==> src/sssb_pkg.sv <==
// ----------------------------------------------------------------------------
// sssb_pkg
// Shared types, constants and tables of the seven-segment scan/blink block.
// ----------------------------------------------------------------------------
package sssb_pkg;

    localparam int DIGITS_MAX_DEF = 8;

    localparam int CFG_IDX_W  = 3;
    localparam int CFG_DATA_W = 8;

    typedef enum logic [CFG_IDX_W-1:0] {
        CFG_DIGIT_COUNT    = 3'd0,
        CFG_BLINK_FIRST    = 3'd1,
        CFG_BLINK_LAST     = 3'd2,
        CFG_BLINK_HALF     = 3'd3,
        CFG_DP_BLINK_FIRST = 3'd4,
        CFG_DP_BLINK_LAST  = 3'd5,
        CFG_DP_BLINK_HALF  = 3'd6,
        CFG_DP_ENABLE_MASK = 3'd7
    } cfg_idx_t;

    typedef struct packed {
        logic [3:0] digit_count;
        logic [2:0] blink_first;
        logic [2:0] blink_last;
        logic [7:0] blink_half;
        logic [2:0] dp_first;
        logic [2:0] dp_last;
        logic [7:0] dp_half;
        logic [7:0] dp_mask;
    } cfg_t;

    typedef struct packed {
        logic blink_clr;
        logic dp_clr;
    } cfg_evt_t;

    // (scan + 1) mod count, indexed by {scan, count}; count of zero maps to 0
    typedef logic [255:0][3:0] wrap_tab_t;

    function automatic wrap_tab_t build_wrap();
        wrap_tab_t tab;
        int        v;
        for (int s = 0; s < 16; s++) begin
            for (int c = 0; c < 16; c++) begin
                v = s + 1;
                if (c == 0) begin
                    v = 0;
                end else begin
                    for (int k = 0; k < 17; k++) begin
                        if (v >= c) begin
                            v = v - c;
                        end
                    end
                end
                tab[s * 16 + c] = 4'(v);
            end
        end
        return tab;
    endfunction

    localparam wrap_tab_t SCAN_WRAP = build_wrap();

    function automatic logic [6:0] seg_decode(input logic [3:0] code);
        logic [6:0] img;
        case (code)
            4'd0:    img = 7'h3F;
            4'd1:    img = 7'h06;
            4'd2:    img = 7'h5B;
            4'd3:    img = 7'h4F;
            4'd4:    img = 7'h66;
            4'd5:    img = 7'h6D;
            4'd6:    img = 7'h7D;
            4'd7:    img = 7'h07;
            4'd8:    img = 7'h7F;
            4'd9:    img = 7'h6F;
            default: img = 7'h00;
        endcase
        return img;
    endfunction

endpackage

==> src/sssb_cfg.sv <==
// ----------------------------------------------------------------------------
// sssb_cfg
// Configuration register file with range checks and phase-clear strobes.
// ----------------------------------------------------------------------------
module sssb_cfg #(
    parameter int DIGITS_MAX = sssb_pkg::DIGITS_MAX_DEF
) (
    input  logic                            aclk,
    input  logic                            aresetn,
    input  logic                            cfg_we,
    input  logic [sssb_pkg::CFG_IDX_W-1:0]  cfg_index,
    input  logic [sssb_pkg::CFG_DATA_W-1:0] cfg_wdata,
    output sssb_pkg::cfg_t                  cfg,
    output sssb_pkg::cfg_evt_t              evt
);
    import sssb_pkg::*;

    localparam logic [3:0] COUNT_RST = (DIGITS_MAX < 8) ? 4'(DIGITS_MAX) : 4'd8;

    cfg_t       cfg_reg, cfg_next;
    logic [3:0] cnt_wr;
    logic [2:0] rng_wr;
    logic       rng_ok;

    assign cnt_wr = cfg_wdata[3:0];
    assign rng_wr = cfg_wdata[2:0];
    assign rng_ok = 32'(rng_wr) < DIGITS_MAX;

    always_comb begin
        cfg_next = cfg_reg;
        evt      = '0;
        if (cfg_we) begin
            unique case (cfg_idx_t'(cfg_index))
                CFG_DIGIT_COUNT: begin
                    if (cnt_wr != 4'd0) begin
                        cfg_next.digit_count = (32'(cnt_wr) > DIGITS_MAX) ?
                                               4'(DIGITS_MAX) : cnt_wr;
                    end
                end
                CFG_BLINK_FIRST: begin
                    if (rng_ok) cfg_next.blink_first = rng_wr;
                end
                CFG_BLINK_LAST: begin
                    if (rng_ok) cfg_next.blink_last = rng_wr;
                end
                CFG_BLINK_HALF: begin
                    cfg_next.blink_half = cfg_wdata;
                    evt.blink_clr       = 1'b1;
                end
                CFG_DP_BLINK_FIRST: begin
                    if (rng_ok) cfg_next.dp_first = rng_wr;
                end
                CFG_DP_BLINK_LAST: begin
                    if (rng_ok) cfg_next.dp_last = rng_wr;
                end
                CFG_DP_BLINK_HALF: begin
                    cfg_next.dp_half = cfg_wdata;
                    evt.dp_clr       = 1'b1;
                end
                CFG_DP_ENABLE_MASK: begin
                    cfg_next.dp_mask = cfg_wdata;
                end
                default: begin
                end
            endcase
        end
    end

    always_ff @(posedge aclk) begin
        if (!aresetn) begin
            cfg_reg             <= '0;
            cfg_reg.digit_count <= COUNT_RST;
        end else begin
            cfg_reg <= cfg_next;
        end
    end

    assign cfg = cfg_reg;

endmodule

==> src/sssb_core.sv <==
// ----------------------------------------------------------------------------
// sssb_core
// Digit image store, scan index, blink phases and segment composition.
// ----------------------------------------------------------------------------
module sssb_core #(
    parameter int DIGITS_MAX = sssb_pkg::DIGITS_MAX_DEF
) (
    input  logic               aclk,
    input  logic               aresetn,
    input  logic               step_en,
    input  logic               cmd,
    input  logic [31:0]        bcd_digits,
    input  logic [3:0]         digit_total,
    input  sssb_pkg::cfg_t     cfg,
    input  sssb_pkg::cfg_evt_t evt,
    output logic [2:0]         digit_select,
    output logic [7:0]         segments
);
    import sssb_pkg::*;

    localparam int IW = (DIGITS_MAX > 1) ? $clog2(DIGITS_MAX) : 1;

    logic [IW-1:0] scan_reg, scan_next;
    logic [6:0]    img_reg [DIGITS_MAX];
    logic [6:0]    img_next [DIGITS_MAX];
    logic [8:0]    blink_phase_reg, blink_phase_next;
    logic [8:0]    dp_phase_reg, dp_phase_next;
    logic [3:0]    wrap;
    logic          wrapped;
    logic [3:0]    wr_total;
    logic [8:0]    blink_adv, dp_adv;
    logic [6:0]    img_sel;
    logic          dig_blank, dp_blank, dp_lit;
    logic [4:0]    d5;

    assign wr_total = (digit_total > cfg.digit_count) ? cfg.digit_count : digit_total;

    for (genvar i = 0; i < DIGITS_MAX; i++) begin : g_img
        if (i < 8) begin : g_nib
            assign img_next[i] = (4'(i) < wr_total) ?
                                 seg_decode(bcd_digits[4*i +: 4]) : 7'h00;
        end else begin : g_none
            assign img_next[i] = 7'h00;
        end
    end

    always_comb begin
        wrap      = SCAN_WRAP[{4'(scan_reg), cfg.digit_count}];
        scan_next = IW'(wrap);
        wrapped   = (wrap == 4'd0);

        blink_adv = blink_phase_reg;
        if (cfg.blink_half != 8'd0) begin
            blink_adv = (blink_phase_reg + 9'd1 == {cfg.blink_half, 1'b0}) ?
                        9'd0 : blink_phase_reg + 9'd1;
        end
        dp_adv = dp_phase_reg;
        if (cfg.dp_half != 8'd0) begin
            dp_adv = (dp_phase_reg + 9'd1 == {cfg.dp_half, 1'b0}) ?
                     9'd0 : dp_phase_reg + 9'd1;
        end
        blink_phase_next = wrapped ? blink_adv : blink_phase_reg;
        dp_phase_next    = wrapped ? dp_adv : dp_phase_reg;
    end

    // result for the tick being taken, from the advanced state
    always_comb begin
        d5        = 5'(scan_next);
        img_sel   = img_reg[scan_next];
        dig_blank = (cfg.blink_half != 8'd0) &&
                    (blink_phase_next < {1'b0, cfg.blink_half}) &&
                    (d5 >= 5'(cfg.blink_first)) && (d5 <= 5'(cfg.blink_last));
        dp_blank  = (cfg.dp_half != 8'd0) &&
                    (dp_phase_next < {1'b0, cfg.dp_half}) &&
                    (d5 >= 5'(cfg.dp_first)) && (d5 <= 5'(cfg.dp_last));
        dp_lit    = (d5 < 5'd8) && cfg.dp_mask[d5[2:0]];

        digit_select = 3'(scan_next);
        segments     = {dp_lit && !dp_blank, dig_blank ? 7'h00 : img_sel};
    end

    always_ff @(posedge aclk) begin
        if (!aresetn) begin
            scan_reg        <= '0;
            blink_phase_reg <= '0;
            dp_phase_reg    <= '0;
            for (int i = 0; i < DIGITS_MAX; i++) begin
                img_reg[i] <= '0;
            end
        end else begin
            if (step_en && !cmd) begin
                scan_reg        <= scan_next;
                blink_phase_reg <= blink_phase_next;
                dp_phase_reg    <= dp_phase_next;
            end
            if (step_en && cmd) begin
                for (int i = 0; i < DIGITS_MAX; i++) begin
                    img_reg[i] <= img_next[i];
                end
            end
            if (evt.blink_clr) blink_phase_reg <= '0;
            if (evt.dp_clr)    dp_phase_reg    <= '0;
        end
    end

    a_scan_hold: assert property (@(posedge aclk) disable iff (!aresetn)
        !(step_en && !cmd) |=> $stable(scan_reg))
        else $error("scan index moved without a tick");

    a_blink_bound: assert property (@(posedge aclk) disable iff (!aresetn)
        (cfg.blink_half == 8'd0) || (blink_phase_reg < {cfg.blink_half, 1'b0}))
        else $error("digit blink phase out of period");

    a_dp_bound: assert property (@(posedge aclk) disable iff (!aresetn)
        (cfg.dp_half == 8'd0) || (dp_phase_reg < {cfg.dp_half, 1'b0}))
        else $error("point blink phase out of period");

endmodule

==> src/seven_segment_scan_blink.sv <==
// ----------------------------------------------------------------------------
// seven_segment_scan_blink
// Multiplexed seven-segment scanner with digit and decimal-point blinking.
//
//   group  dir  fields (lowest bit first)                   beat gives
//   s_     in   tdata: bcd_digits[31:0], digit_total[35:32]  write or tick
//                tuser: cmd (1 write, 0 tick)
//   m_     out  tdata: digit_select[2:0], segments[10:3]     one per tick
//   cfg_   in   cfg_index, cfg_wdata, cfg_we                 register write
//
// One beat per cycle sustained while m_ is not stalled; a tick beat passes
// through the input register, then the result register, before it shows on m_.
// Write beats produce no output beat.
// Reset: synchronous, aresetn low; config to defaults, images blank.
// A stalled m_ side holds ticks in the input register; writes still drain.
// ----------------------------------------------------------------------------
module seven_segment_scan_blink #(
    parameter int DIGITS_MAX = sssb_pkg::DIGITS_MAX_DEF
) (
    input  logic                            aclk,
    input  logic                            aresetn,
    input  logic                            s_tvalid,
    output logic                            s_tready,
    input  logic [39:0]                     s_tdata,   // bcd_digits, digit_total
    input  logic                            s_tuser,   // cmd
    output logic                            m_tvalid,
    input  logic                            m_tready,
    output logic [15:0]                     m_tdata,   // digit_select, segments
    input  logic                            cfg_we,
    input  logic [sssb_pkg::CFG_IDX_W-1:0]  cfg_index,
    input  logic [sssb_pkg::CFG_DATA_W-1:0] cfg_wdata
);
    import sssb_pkg::*;

    cfg_t       cfg;
    cfg_evt_t   evt;

    logic       in_valid_reg, in_valid_next;
    logic       in_cmd_reg;
    logic [31:0] in_bcd_reg;
    logic [3:0] in_total_reg;
    logic       adv;
    logic       m_valid_reg, m_valid_next;
    logic [10:0] m_data_reg;
    logic [2:0] res_digit;
    logic [7:0] res_seg;

    sssb_cfg #(
        .DIGITS_MAX (DIGITS_MAX)
    ) u_cfg (
        .aclk      (aclk),
        .aresetn   (aresetn),
        .cfg_we    (cfg_we),
        .cfg_index (cfg_index),
        .cfg_wdata (cfg_wdata),
        .cfg       (cfg),
        .evt       (evt)
    );

    sssb_core #(
        .DIGITS_MAX (DIGITS_MAX)
    ) u_core (
        .aclk         (aclk),
        .aresetn      (aresetn),
        .step_en      (adv),
        .cmd          (in_cmd_reg),
        .bcd_digits   (in_bcd_reg),
        .digit_total  (in_total_reg),
        .cfg          (cfg),
        .evt          (evt),
        .digit_select (res_digit),
        .segments     (res_seg)
    );

    assign adv      = in_valid_reg && (in_cmd_reg || !m_valid_reg || m_tready);
    assign s_tready = !in_valid_reg || adv;

    always_comb begin
        in_valid_next = in_valid_reg;
        if (s_tvalid && s_tready) begin
            in_valid_next = 1'b1;
        end else if (adv) begin
            in_valid_next = 1'b0;
        end

        m_valid_next = m_valid_reg;
        if (adv && !in_cmd_reg) begin
            m_valid_next = 1'b1;
        end else if (m_tready) begin
            m_valid_next = 1'b0;
        end
    end

    always_ff @(posedge aclk) begin
        if (!aresetn) begin
            in_valid_reg <= 1'b0;
            m_valid_reg  <= 1'b0;
        end else begin
            in_valid_reg <= in_valid_next;
            m_valid_reg  <= m_valid_next;
        end
    end

    always_ff @(posedge aclk) begin
        if (s_tvalid && s_tready) begin
            in_cmd_reg   <= s_tuser;
            in_bcd_reg   <= s_tdata[31:0];
            in_total_reg <= s_tdata[35:32];
        end
        if (adv && !in_cmd_reg) begin
            m_data_reg <= {res_seg, res_digit};
        end
    end

    assign m_tvalid = m_valid_reg;
    assign m_tdata  = {5'd0, m_data_reg};

    a_out_from_tick: assert property (@(posedge aclk) disable iff (!aresetn)
        $rose(m_valid_reg) |-> $past(adv && !in_cmd_reg))
        else $error("output beat without a tick");

    a_no_overwrite: assert property (@(posedge aclk) disable iff (!aresetn)
        (m_valid_reg && !m_tready) |-> !(adv && !in_cmd_reg))
        else $error("pending output beat overwritten");

    a_in_hold: assert property (@(posedge aclk) disable iff (!aresetn)
        (in_valid_reg && !adv) |=> (in_valid_reg && $stable(in_bcd_reg)
                                    && $stable(in_cmd_reg)))
        else $error("stalled input register changed");

endmodule

==> config.mk <==
export PLATFORM = sky130hd
export DESIGN_NAME = seven_segment_scan_blink
export DESIGN_NICKNAME = d
export VERILOG_FILES = /design/src/sssb_pkg.sv /design/src/sssb_cfg.sv /design/src/sssb_core.sv /design/src/seven_segment_scan_blink.sv
export SDC_FILE = /design/constraint.sdc
export NUM_CORES = 1
export LEC_CHECK = 0
export BUFFER_PORTS_ARGS = -buffer_cell sky130_fd_sc_hd__clkbuf_2
export CAP_MARGIN = 20
export CORE_MARGIN = 2
export CORE_UTILIZATION = 30
export CTS_CLUSTER_SIZE = 28
export DETAILED_ROUTE_END_ITERATION = 6
export SLEW_MARGIN = 20
export SYNTH_ARGS = -nofsm -noshare
export SYNTH_HDL_FRONTEND = slang
export SYNTH_SLANG_ARGS = --single-unit
==> constraint.sdc <==
create_clock -name aclk -period 4.4 [get_ports aclk]
set_input_delay 0.22 -clock aclk [delete_from_list [all_inputs] [get_ports aclk]]
set_output_delay 0.22 -clock aclk [all_outputs]
set_load 0.005 [all_outputs]
Word level (Yosys, flattened, before mapping)
Memories as Yosys holds them, arrays and structs flattened. A register that Yosys moved wholly into a read port is not among the register bits. Index checks and enable logic that the tools add are counted. W data, S select, Z words.

Flip-flop bits (word level): 104. Latch bits: 0. Memory bits (writable): 56. ROM bits: 1408. Input bits: 57. Output and inout port bits: 18. Logic and storage cells: 146. Memories kept: 10.

Memory list: (name not given) (depth 128, bits a word 4, rd ports 1, clocked after memory_dff 0, write ports 0, RTL line sssb_core.sv:48) `wrap = SCAN_WRAP[{4'(scan_reg), cfg.digit_count}];`; (name not given) (depth 16, bits a word 7, rd ports 1, clocked after memory_dff 1, write ports 0, RTL line sssb_pkg.sv:67) `case (code)`; (name not given) (depth 16, bits a word 7, rd ports 1, clocked after memory_dff 1, write ports 0, RTL line sssb_pkg.sv:67); (name not given) (depth 16, bits a word 7, rd ports 1, clocked after memory_dff 1, write ports 0, RTL line sssb_pkg.sv:67); (name not given) (depth 16, bits a word 7, rd ports 1, clocked after memory_dff 1, write ports 0, RTL line sssb_pkg.sv:67); (name not given) (depth 16, bits a word 7, rd ports 1, clocked after memory_dff 1, write ports 0, RTL line sssb_pkg.sv:67); 4 more memories.

Add/sub/neg operators: 2. Multipliers: 0. Div/mod/pow operators: 0. Order comparisons: 18. Equal/unequal tests: 9. Shifts and indexed selects: 0. Multiplexer cells: 46. Bitwise gates (word level): 9. Reductions and logical operators: 35.

Operators with widths (count): $mux W7 (16); $mux W9 (6); $mux W4 (11); $add A9 B1 Y9 const B (2); $eq A9 B9 Y1 (2); $lt A9 B8 Y1 (2); $lt A3 B4 Y1 const A (4); $reduce_bool A8 Y1 (2); $reduce_and A2 Y1 (7); $eq A3 B3 Y1 const B (4); $logic_and A1 B1 Y1 (11); $mux W1 (11); $lt A7 B9 Y1 const B (1); $lt A1 B4 Y1 const A (2); $lt A2 B4 Y1 const A (2); $or A1 B1 Y1 (8); $eq A3 B2 Y1 const B (2); $ge A3 B3 Y1 (2); $le A3 B3 Y1 (2); $gt A4 B4 Y1 (1); $gt A4 B4 Y1 const B (1); $logic_not A1 Y1 (4); $logic_not A4 Y1 (1); $lt A3 B4 Y1 const B (1); 10 further kinds (14).

Logic depth before layout (Yosys ltp)
Depth in word-level cells: 11. Mapped depth: 20. Gate-level depth less buffers: 19.

By module
From an unflattened synthesis, not the netlist that was laid out.

Cells, all modules: 1092. Area total of the unflattened synthesis: 10428.8 um2.

Modules (own cells, without submodules): sssb_core (times used 1, cells each 851, area an instance 7298.2 um2, seq. area each 2102.0 um2); seven_segment_scan_blink (times used 1, cells each 65, area an instance 1586.5 um2, seq. area each 1481.4 um2); sssb_cfg (times used 1, cells each 176, area an instance 1544.0 um2, seq. area each 800.8 um2).

Worst setup path after synthesis
Ideal clock, no wire load.

Path kind: register to register. Start: register u_cfg.cfg_reg, in the netlist u_cfg.cfg[36]. End: register m_data_reg[3] (read register of u_core.img_reg) (data pin). Library setup time: 0.295 ns. Arrival time: 4.123 ns. Required time: 4.105 ns. Path slack: -0.019 ns. Cell stages (with the launch flop): 21. Path buffers: 2. Clock period less this slack: 4.419 ns. Path through: dfxtp_1 > inv_1 > ha_1 > or4_1 > o211ai_1 > a222oi_1 > buf_2 > a21o_1 > or3_4 > buf_6 > or2_4 > o21ai_1 > ha_1 > a21o_1 > a21o_1 > a21oi_1 > nand3_1 > nor3_1 > nor3_1 > a2111oi_4 > a2111oi_1.

Word-level cells in the longest chain between the ends: 8. Elaborated cells between the ends (all ways): 10. Classes of those cells: order compare: 3; mux: 2; reduce/logical: 4; memory: 1.

RTL lines: start, declared (RTL line sssb_cfg.sv:20) `cfg_t cfg_reg, cfg_next;`; start signal, assigned (RTL line sssb_cfg.sv:74) `cfg_reg <= cfg_next;`; $mem_v2 Z128 W4; $mux W4 (implied by the code) (RTL line sssb_core.sv:48); named net res_digit[0] (RTL line seven_segment_scan_blink.sv:45) `logic [2:0] res_digit;`; $logic_not A4 Y1 (RTL line sssb_core.sv:50) `wrapped = (wrap == 4'd0);`; $mux W9 (RTL line sssb_core.sv:62) `blink_phase_next = wrapped ? blink_adv : blink_phase_reg;`; named net u_core.blink_phase_next[2] (RTL line sssb_core.sv:26) `logic [8:0] blink_phase_reg, blink_phase_next;`; $lt A9 B8 Y1 (RTL line sssb_core.sv:71) `(blink_phase_next < {1'b0, cfg.blink_half}) &&`; $logic_and A1 B1 Y1 (RTL line sssb_core.sv:70) `dig_blank = (cfg.blink_half != 8'd0) &&`; $logic_and A1 B1 Y1 (RTL line sssb_core.sv:71); $logic_and A1 B1 Y1 (RTL line sssb_core.sv:72) `(d5 >= 5'(cfg.blink_first)) && (d5 <= 5'(cfg.blink_last));`; end, declared (RTL line seven_segment_scan_blink.sv:44) `logic [10:0] m_data_reg;`.

The timed path passes the listed nets, and every way through them passes these cells. The select of a mux whose other input is x is not followed. A chain may end at the register's enable or synchronous reset.

Final worst setup path
Start: register u_cfg.cfg_reg, in the netlist u_cfg.cfg[36]. End: register m_data_reg[7] (read register of u_core.img_reg) (data pin).

Word-level cells in the longest chain between the ends: 8. Elaborated cells between the ends (all ways): 10. Classes of those cells: order compare: 3; mux: 2; reduce/logical: 4; memory: 1.

RTL lines (RTL line): $mem_v2 Z128 W4; $mux W4 (implied by the code) (sssb_core.sv:48); $logic_not A4 Y1 (sssb_core.sv:50); $mux W9 (sssb_core.sv:62); named net u_core.blink_phase_next[2] (sssb_core.sv:26); $lt A9 B8 Y1 (sssb_core.sv:71); $logic_and A1 B1 Y1 (sssb_core.sv:70); $logic_and A1 B1 Y1 (sssb_core.sv:71); $logic_and A1 B1 Y1 (sssb_core.sv:72).

The timed path passes the listed nets, and every way through them passes these cells. The select of a mux whose other input is x is not followed.

==> results.txt <==
status - complete, no violations
Reg area - 5514 µm²
Min-Delay Path Class - in2reg
Warnings, synthesis - 0
MaxCap Viol Count - 0
post-synthesis compound-gate area fraction - 0.1450
cell count after synthesis - 1,170
critical path type - reg2reg
Post-route DRC - 0
overall power - 0.005273 W
full die area - 40,550 µm²
number of buffers created by CTS - 25
Layout Utilization - 0.3690
fin crit share - 0.9533
Worst EP required - 4.63 ns
VDD IR max - 279.8 µV
Arrival @ worst endpoint - 4.42 ns
Worst R2R End - m_data_reg[7]$_SDFFCE_PP0P_
post-synthesis adder-cell area fraction - 0.08994
XOR/XNOR share of the synthesized area - 0.02291
largest net degree at the start of global routing - 57
clk sinks - 223
ANT cells - 0
Post-DP HPWL - 19.17 mm
vias per cell - 4.711
mux contribution to synthesized area - 0.06039
count of cell types in the netlist - 67
remaining antenna violation count after routing - 0
Fin Clk Skew - 0.01759 ns
I/O pin total - 75
Die Wd - 201.4 µm
final WL - 26.75 mm
Clock Pin Slew Worst Setup and Hold Paths - 0.06 ns
Lkg Pwr - 5.713 nW
met1 usage in global routing - 0.1713
Syn Area/Cell - 9.988 µm²
filler cell count - 3,911
Worst R2R Path Depth - 20
drt first-iter violations - 602
Worst Slack Setup Final - 0.2053 ns
most common cell in the netlist - nand2_1
Reg-to-Reg Start - u_cfg.cfg[36]$_SDFFE_PN0P_
worst-margin pin slew - 0.9549 ns
Setup-failing EPs final - 0
placed instance count - 1,756
share of cells above drive strength 1 - 0.1409
Post-Synth Simple-Gate Area - 0.1759
minimum clock period - 4.195 ns
Fin. Hold Viols - 0
gr busiest metal - met2
#FFs+latches synth - 223
non-filler cells, final - 1,845
Synth area leaders - edfxtp_1, dfxtp_1, ha_1, mux2i_1, nand2_1
initial antenna violation count - 0
Cell Area, Synth - 11,690 µm²
Die Height - 201.4 µm
GRT Util Overall - 0.1299
CP endpoint kind - flip-flop
GRT met2 Usage - 0.2204
gr ovfl total - 0
f_max - 238.4 MHz
power per cell area - 370.6 nW/µm²
Worst Setup SP - u_cfg.cfg[36]$_SDFFE_PN0P_
register area share after synthesis - 0.4711
async set or reset register ratio after synthesis - 0
H-tree depth - 1
critical path endpoint - m_data_reg[7]$_SDFFCE_PP0P_
initial core utilization - 0.3031
Nets - 1,449
met3 Resource Use GR - 0.02365
Synth top area share - 0.2672
Clock Root Buffer - clkbuf_16
Core ar. - 38,560 µm²
critical path startpoint category - flip-flop
ys flop type - dfxtp_1
top cells by count, synth - nand2_1, dfxtp_1, edfxtp_1
mean routed wirelength per cell - 14.50 µm
Rel. slew slack - 0.3585
area of the multi-input gates - 5871 µm²
worst slack, placed - 0.01545 ns
clk buf depth - 3
GP Congestion - 0.8495
Core Rows - 72
Final Slew Violations - 0
vias in the first global route - 8,353
post-synth top area cell - edfxtp_1
worst skew pair latency - 0.55 ns
flop2flop setup slack - 0.21 ns
Area growth syn-to-layout - 21.75%
hold_ws - 0.08585 ns
vias - 8,692
TritonRoute pass-1 iters - 6
IO Port Bufs - 65
main combinational cell family by area after synthesis - simple AND/OR/NAND/NOR gates
CTS tree - built
Post-synth EDFFs - 104
Critical Path Fanout Max - 13
first-pass GRT wire length - 43.13 mm
-- critical path, stage by stage (launching register included) --
cell       delay (ns)
dfxtp_1          0.34
inv_1            0.09
ha_1             0.22
or4_1            0.41
o211ai_1         0.11
a222oi_1         0.12
a21o_1           0.20
or3_4            0.34
buf_6            0.17
o21ai_1          0.13
o21ai_1          0.08
ha_1             0.30
a21o_1           0.16
a21o_1           0.18
a21oi_2          0.16
nand3_1          0.11
nor3_2           0.15
nor3_2           0.09
a2111oi_4        0.28
buf_6            0.18
a2111oi_1        0.06
-- cell usage in the layout, fill, tap and decap left out, types with 26 or more instances in the layout --
cell and instances:
ha_1 83, and2_1 64, a21boi_0 30, inv_1 51, a21oi_1 42, clkbuf_2 65
dfxtp_1 114, clkbuf_16 26, o21ai_0 43, mux2i_1 66, edfxtp_1 104, buf_4 39
nor2_1 64, nand2_1 169, dlygate4sd3_1 43, nor2b_1 33
-- layout make-up --
class,instances,area share
clock buffers,29,0.04723
clock inverters,17,0.01750
repair buffers,149,0.07528
inverters,54,0.01425
multi-input cells,855,0.4126
well taps,518,0.04555
flip-flops and latches,223,0.3876
-- power by group --
group | internal [W] | total, W | switching [W]
logic | 0.000256 | 0.000606 | 0.000349
registers | 0.00232 | 0.00237 | 0.0000474
clock network | 0.00141 | 0.00230 | 0.000890
-- worst min-delay path by stage --
stage / from / end / slack (ns) / cells after the start
6_report: cfg_wdata[3] / u_cfg.cfg[25]$_SDFFE_PN0P_ / 0.09 / 3
5_1_grt: cfg_wdata[3] / u_cfg.cfg[25]$_SDFFE_PN0P_ / 0.11 / 3
4_1_cts: cfg_wdata[3] / u_cfg.cfg[11]$_SDFFE_PN0P_ / 0.07 / 3
3_5_place_dp: s_tuser / in_cmd_reg$_DFFE_PP_ / 0.40 / 1
3_3_place_gp: s_tuser / in_cmd_reg$_DFFE_PP_ / 0.40 / 1
2_1_floorplan: s_tdata[0] / in_bcd_reg[0]$_DFFE_PP_ / 0.32 / 0
-- per-stage QoR --
step           setup TNS (ns)  area [µm²]
6_report                    0       14230
2_1_floorplan               0       11700
3_5_place_dp                0       12790
3_3_place_gp                0       12790
5_1_grt            -0.0001106       14230
4_1_cts                     0       14140
-- repair_timing --
| action | CTS | global route |
|---|---|---|
| endpoints found under the setup margin | 0 | 7 |
| hold endpoints to repair | 51 | 0 |
| gates resized for setup | 0 | 22 |
| setup buffers | 0 | 0 |
| hold buffers | 43 | 0 |
-- layer usage --
layer	vias to the layer above	share of wire
met5	-	0
met4	0	0.019
met3	44	0.049
met2	165	0.47
met1	4073	0.46
li1	4410	-
-- logic make-up (layout without fill, tap and decap cells) --
kind of cell	after synthesis	in the layout
multiplexers	69	69
other	1	5
flip-flops	223	223
XOR/XNOR	29	29
buffers and inverters	96	249
AO/OA/AOI/OAI	247	247
AND/OR/NAND/NOR	421	421
adder cells (fa/ha/maj)	84	84
Power figures use the tool's default switching activity.
